==> config.mk <==
export PLATFORM = sky130hd
export DESIGN_NAME = e2r_cordic
export DESIGN_NICKNAME = d
export VERILOG_FILES = /design/src/e2r_pkg.sv /design/src/e2r_cordic.sv
export SDC_FILE = /design/constraint.sdc
export NUM_CORES = 2
export LEC_CHECK = 0
export BUFFER_PORTS_ARGS = -buffer_cell sky130_fd_sc_hd__buf_2
export CAP_MARGIN = 10
export CORE_MARGIN = 2
export CORE_UTILIZATION = 40
export DETAILED_ROUTE_END_ITERATION = 10
export PLACE_DENSITY = 0.53
export SLEW_MARGIN = 20
export SYNTH_ARGS = -nofsm -noshare
export SYNTH_HDL_FRONTEND = slang
export SYNTH_SLANG_ARGS = --single-unit
==> constraint.sdc <==
create_clock -name i_clk -period 11 [get_ports i_clk]
set_clock_uncertainty 0.2 [all_clocks]
set_input_delay 2.75 -clock i_clk [delete_from_list [all_inputs] [get_ports i_clk]]
set_output_delay 2.75 -clock i_clk [all_outputs]
set_load 0.01 [all_outputs]
==> src/e2r_pkg.sv <==
// Package for the Euler angle to rotation matrix block.
// Holds CORDIC constants, the arctangent table and shared widths.
// No dependencies.
package e2r_pkg;

    localparam int ANG_W = 16;
    localparam int ELEM_W = 16;
    localparam int CW = 34;
    localparam int TRIG_W = 22;
    localparam int ATAN_ENTRIES = 24;

    localparam logic signed [CW-1:0] ANG_PI = 34'sd3373259426;
    localparam logic signed [CW-1:0] ANG_HALF_PI = 34'sd1686629713;
    localparam logic signed [CW-1:0] INV_GAIN = 34'sd652032874;

    typedef struct packed {
        logic signed [TRIG_W-1:0] s;
        logic signed [TRIG_W-1:0] c;
    } t_trig;

    function automatic logic signed [CW-1:0] atan_val(input int i);
        logic [31:0] v;
        begin
            case (i)
                0: v = 32'h3243F6A8;
                1: v = 32'h1DAC6705;
                2: v = 32'h0FADBAFC;
                3: v = 32'h07F56EA6;
                4: v = 32'h03FEAB76;
                5: v = 32'h01FFD55B;
                6: v = 32'h00FFFAAA;
                7: v = 32'h007FFF55;
                8: v = 32'h003FFFEA;
                9: v = 32'h001FFFFD;
                10: v = 32'h000FFFFF;
                11: v = 32'h0007FFFF;
                12: v = 32'h0003FFFF;
                13: v = 32'h0001FFFF;
                14: v = 32'h0000FFFF;
                15: v = 32'h00007FFF;
                16: v = 32'h00003FFF;
                17: v = 32'h00001FFF;
                18: v = 32'h00000FFF;
                19: v = 32'h000007FF;
                20: v = 32'h000003FF;
                21: v = 32'h000001FF;
                22: v = 32'h000000FF;
                23: v = 32'h0000007F;
                default: v = 32'h0;
            endcase
            atan_val = $signed({2'b00, v});
        end
    endfunction

endpackage

==> src/e2r_cordic.sv <==
// Pipelined rotation-mode CORDIC giving sine and cosine of a Q3.13 angle.
// Uses e2r_pkg. An input register, the rotation stages and an output register.
module e2r_cordic #(
    parameter int STAGES = 16
) (
    input  logic                           i_clk,
    input  logic signed [e2r_pkg::ANG_W-1:0] i_angle,
    output e2r_pkg::t_trig                 o_trig
);
    localparam int CW = e2r_pkg::CW;
    localparam int N = (STAGES < e2r_pkg::ATAN_ENTRIES) ? STAGES : e2r_pkg::ATAN_ENTRIES;

    logic signed [CW-1:0] r_x [0:N];
    logic signed [CW-1:0] r_y [0:N];
    logic signed [CW-1:0] r_z [0:N];
    logic                 r_f [0:N];
    logic signed [CW-1:0] n_z;
    logic                 n_f;
    logic signed [CW-1:0] w_c;
    logic signed [CW-1:0] w_s;
    e2r_pkg::t_trig       r_trig;

    always_comb begin
        n_z = {{(CW-e2r_pkg::ANG_W-17){i_angle[e2r_pkg::ANG_W-1]}}, i_angle, 17'd0};
        n_f = 1'b0;
        if (n_z > e2r_pkg::ANG_HALF_PI) begin
            n_z = n_z - e2r_pkg::ANG_PI;
            n_f = 1'b1;
        end else if (n_z < -e2r_pkg::ANG_HALF_PI) begin
            n_z = n_z + e2r_pkg::ANG_PI;
            n_f = 1'b1;
        end
    end

    always_ff @(posedge i_clk) begin
        r_x[0] <= e2r_pkg::INV_GAIN;
        r_y[0] <= '0;
        r_z[0] <= n_z;
        r_f[0] <= n_f;
    end

    for (genvar i = 0; i < N; i++) begin : g_stage
        always_ff @(posedge i_clk) begin
            r_f[i+1] <= r_f[i];
            if (!r_z[i][CW-1]) begin
                r_x[i+1] <= r_x[i] - (r_y[i] >>> i);
                r_y[i+1] <= r_y[i] + (r_x[i] >>> i);
                r_z[i+1] <= r_z[i] - e2r_pkg::atan_val(i);
            end else begin
                r_x[i+1] <= r_x[i] + (r_y[i] >>> i);
                r_y[i+1] <= r_y[i] - (r_x[i] >>> i);
                r_z[i+1] <= r_z[i] + e2r_pkg::atan_val(i);
            end
        end
    end

    assign w_c = (r_f[N] ? -r_x[N] : r_x[N]) + CW'(512);
    assign w_s = (r_f[N] ? -r_y[N] : r_y[N]) + CW'(512);

    always_ff @(posedge i_clk) begin
        r_trig.c <= w_c[e2r_pkg::TRIG_W+9:10];
        r_trig.s <= w_s[e2r_pkg::TRIG_W+9:10];
    end

    assign o_trig = r_trig;
endmodule

==> flow_summary.toml <==
[route]
dr.first_iter.drc_count = 5594
final_antenna_net_count = 0
drt_first_pass_iters = 6
wire_per_inst_microns = 18.36
routed_via_density = 5.478
detailroute.via_count = 94238
drc_viols = 0
drt-total-wl_mm = 315.8

[yosys]
synth-edff-count = 0
synthesis.instances = 13236
netlist-cell-type-count = 100
async_flop_share_pct = 0
synth_sequential_area_ratio_pct = 27.28
most_used_flip_flop_cell_after_synthesis = "sky130_fd_sc_hd__dfxtp_1"
synth_warnings = 0
synth_seq_cells = 1530
synth_fp_nets = 14721
postSynthAreaPerCell_sq_um = 8.484
post_synth_instance_area_sq_mm = 0.1123

[clock_tree]
tritoncts.num_buffers = 187
cts_hold_buffers = 0
clkTransAtPathRegs_ns = 0.06
htree_num_levels = 4
clk-insertion-delay-late_ns = 0.88
post-cts-setup-buffer-count = 0
resized_gates_after_cts = 0
root_cell_of_the_clock_tree = "sky130_fd_sc_hd__clkbuf_16"
tritoncts = "built"
clock_sink_count = 1530
clk_path_buf_depth = 4

[sta]
final-hold-violation-count = 0
worstMarginPinSlew_ns = 1.131
slew_viol_final = 0
final.period_utilization_pct = 51.65
grt_setup_unrepaired = "no"
fin_tns_setup_ns = 0
maxSlewHeadroom_pct = 23.88
final.min_clock_period_ns = 5.682
fmax_mhz = 176.0
setup-violations-final = 0

[critical_path]
cp.arrival_ns = 6.20
worst_path_max_delay_cell = "sky130_fd_sc_hd__a2111oi_0"
criticalPathCategory = "flop to flop"
worst_ep_required_time_ns = 11.51
worst-path-max-fanout = 26
crit_path_cell_trace = "buf_4 -> inv_1 -> buf_4 -> o21ai_0 -> xnor2_1 -> ha_1 -> a2111oi_0 -> o21ai_0 -> a221o_1 -> o21ai_0 -> nor2_1 -> a31oi_1 -> o21a_1 -> o21ai_0 -> o311ai_0"
most_used_cell_along_the_critical_path = "sky130_fd_sc_hd__o21ai_0"
cp_slowest_stage_delay_ns = 0.62
worst-r2r-setup-slack_ns = 5.32
startpoint_type = "flop"
worstSetupEndpointType = "flop"

[floorplanning]
die_w_microns = 533.9
row_count = 194
core_area_sq_mm = 0.2794
chipHeight_microns = 533.9
io-pin-count = 61
design.die.area_sq_mm = 0.2850
initial_utilization_pct = 40.19

[global_route]
grt_start_max_net_pins = 82
globalRouteOverflowTotal = 0
grt_usage_pct = 21.42
grt_antenna_before_repair = 6
grt_first_pass_wirelength_mm = 500.5
vias_in_the_first_global_route = 90943

[placement]
place.gp.congestion = 0.9010
placement.cell_area_sq_mm = 0.1168
dp_cells = 16862
post-dp-hpwl_mm = 257.0
portBuffers = 60

[finish]
share_of_cells_above_drive_strength_1_pct = 4.550
mostFrequentLayoutCell = "sky130_fd_sc_hd__dfxtp_1"
flow.area_growth_from_synthesis_pct = 9.959
mostFrequentLayoutCells = "1515 x sky130_fd_sc_hd__dfxtp_1, 1442 x sky130_fd_sc_hd__a21oi_1, 1426 x sky130_fd_sc_hd__ha_1"
stdcell_area_sq_mm = 0.1235
finalNetCount = 14812
finalNonFillerCells = 17203

[hold_path]
hold_path_class = "flop to flop"

[status]
run_status = "completed"

[run]
timing.max_cap.violations = 0
-- cell type report --
type	instances	area [sq um]
Inverter	596	2237
Multi-Input combinational cell	10909	78680
Tap cell	3724	4659
Sequential cell	1530	30650
Timing Repair Buffer	103	623.1
Clock buffer	254	5355
Antenna cell	6	15.01
Fill cell	27370	155900
Clock inverter	81	1257
-- synth_stat cells (all sizes together) (45+ instances only) --
cell type,count,area [sq um]
a211oi,113,848.3
nor2b,223,1395
and3,132,827.1
nand3,210,1051
a21oi,1444,7234
mux2,58,653.1
mux2i,64,640.6
or2,45,281.5
xnor2,1288,11290
nor3,347,1747
inv,593,2226
o21bai,158,1186
o21a,201,1509
or3,89,556.8
nand2b,188,1176
and2,78,488.0
clkbuf,167,626.9
xor2,639,5597
nand2,577,2166
a31oi,150,944.7
a21o,664,4985
o21ai,632,3167
dfxtp,1530,30630
a21boi,69,518.0
ha,1426,17840
nand4,87,550.5
nor4,103,690.7
nor2,1184,4444
o31ai,53,397.9
-- worst paths after layout --
| kind | depth (start not counted) | startpoint | end |
|---|---|---|---|
| worst max-delay path | 15 | r_z[5][33] | r_x[6][33] |
| worst min-delay path | 0 | r_f[1][6] | r_f[1][7] |
| worst max register to register | 15 | r_z[5][33] | r_x[6][33] |
| worst min register to register | 0 | r_f[1][6] | r_f[1][7] |
-- logic make-up after synthesis --
logic type	share of synthesized area (%)
compound gates	22.20
xor+xnor	15.04
fa+ha+maj	16.64
buf+inv	2.670
flops	27.28
mux	1.152
simple gates	15.03
-- worst max-delay path: cells and delay by family, from the launching register on --
family,cells,cell delay (ns)
buf+inv,3,0.93
compound gates,9,3.37
flops,1,0.31
simple gates,1,0.18
fa+ha+maj,1,0.32
xor+xnor,1,0.24
-- sequential cells by signal, summed over array words and instances, names as in the netlist --
register and count:
r_f 16, r_x 482, o_trig 44, r_y 509, r_z 479
-- per-layer routing --
metal	vias to the layer above	GRT usage, %	share of wire [%]
met2	1821	36.74	47
met3	363	2.079	3.7
met5	-	0	0.0092
met4	4	4.496	1.9
li1	47704	-	-
met1	44346	29.00	48
-- metrics by stage --
step / hold slack (ns) / utilization (%) / setup slack, ns
CTS: 0.1246 / 44.19 / 5.337
detailed placement: 0.1121 / 41.82 / 5.353
floorplan: 0.1096 / - / 6.124
finish: 0.1219 / 44.20 / 5.318
global route: 0.1232 / 44.20 / 4.899
global placement: 0.1104 / 41.82 / 5.417
Power is left out: the tool's default activity adds up to more than one toggle a clock period on the data nets, which glitch-free logic cannot reach.
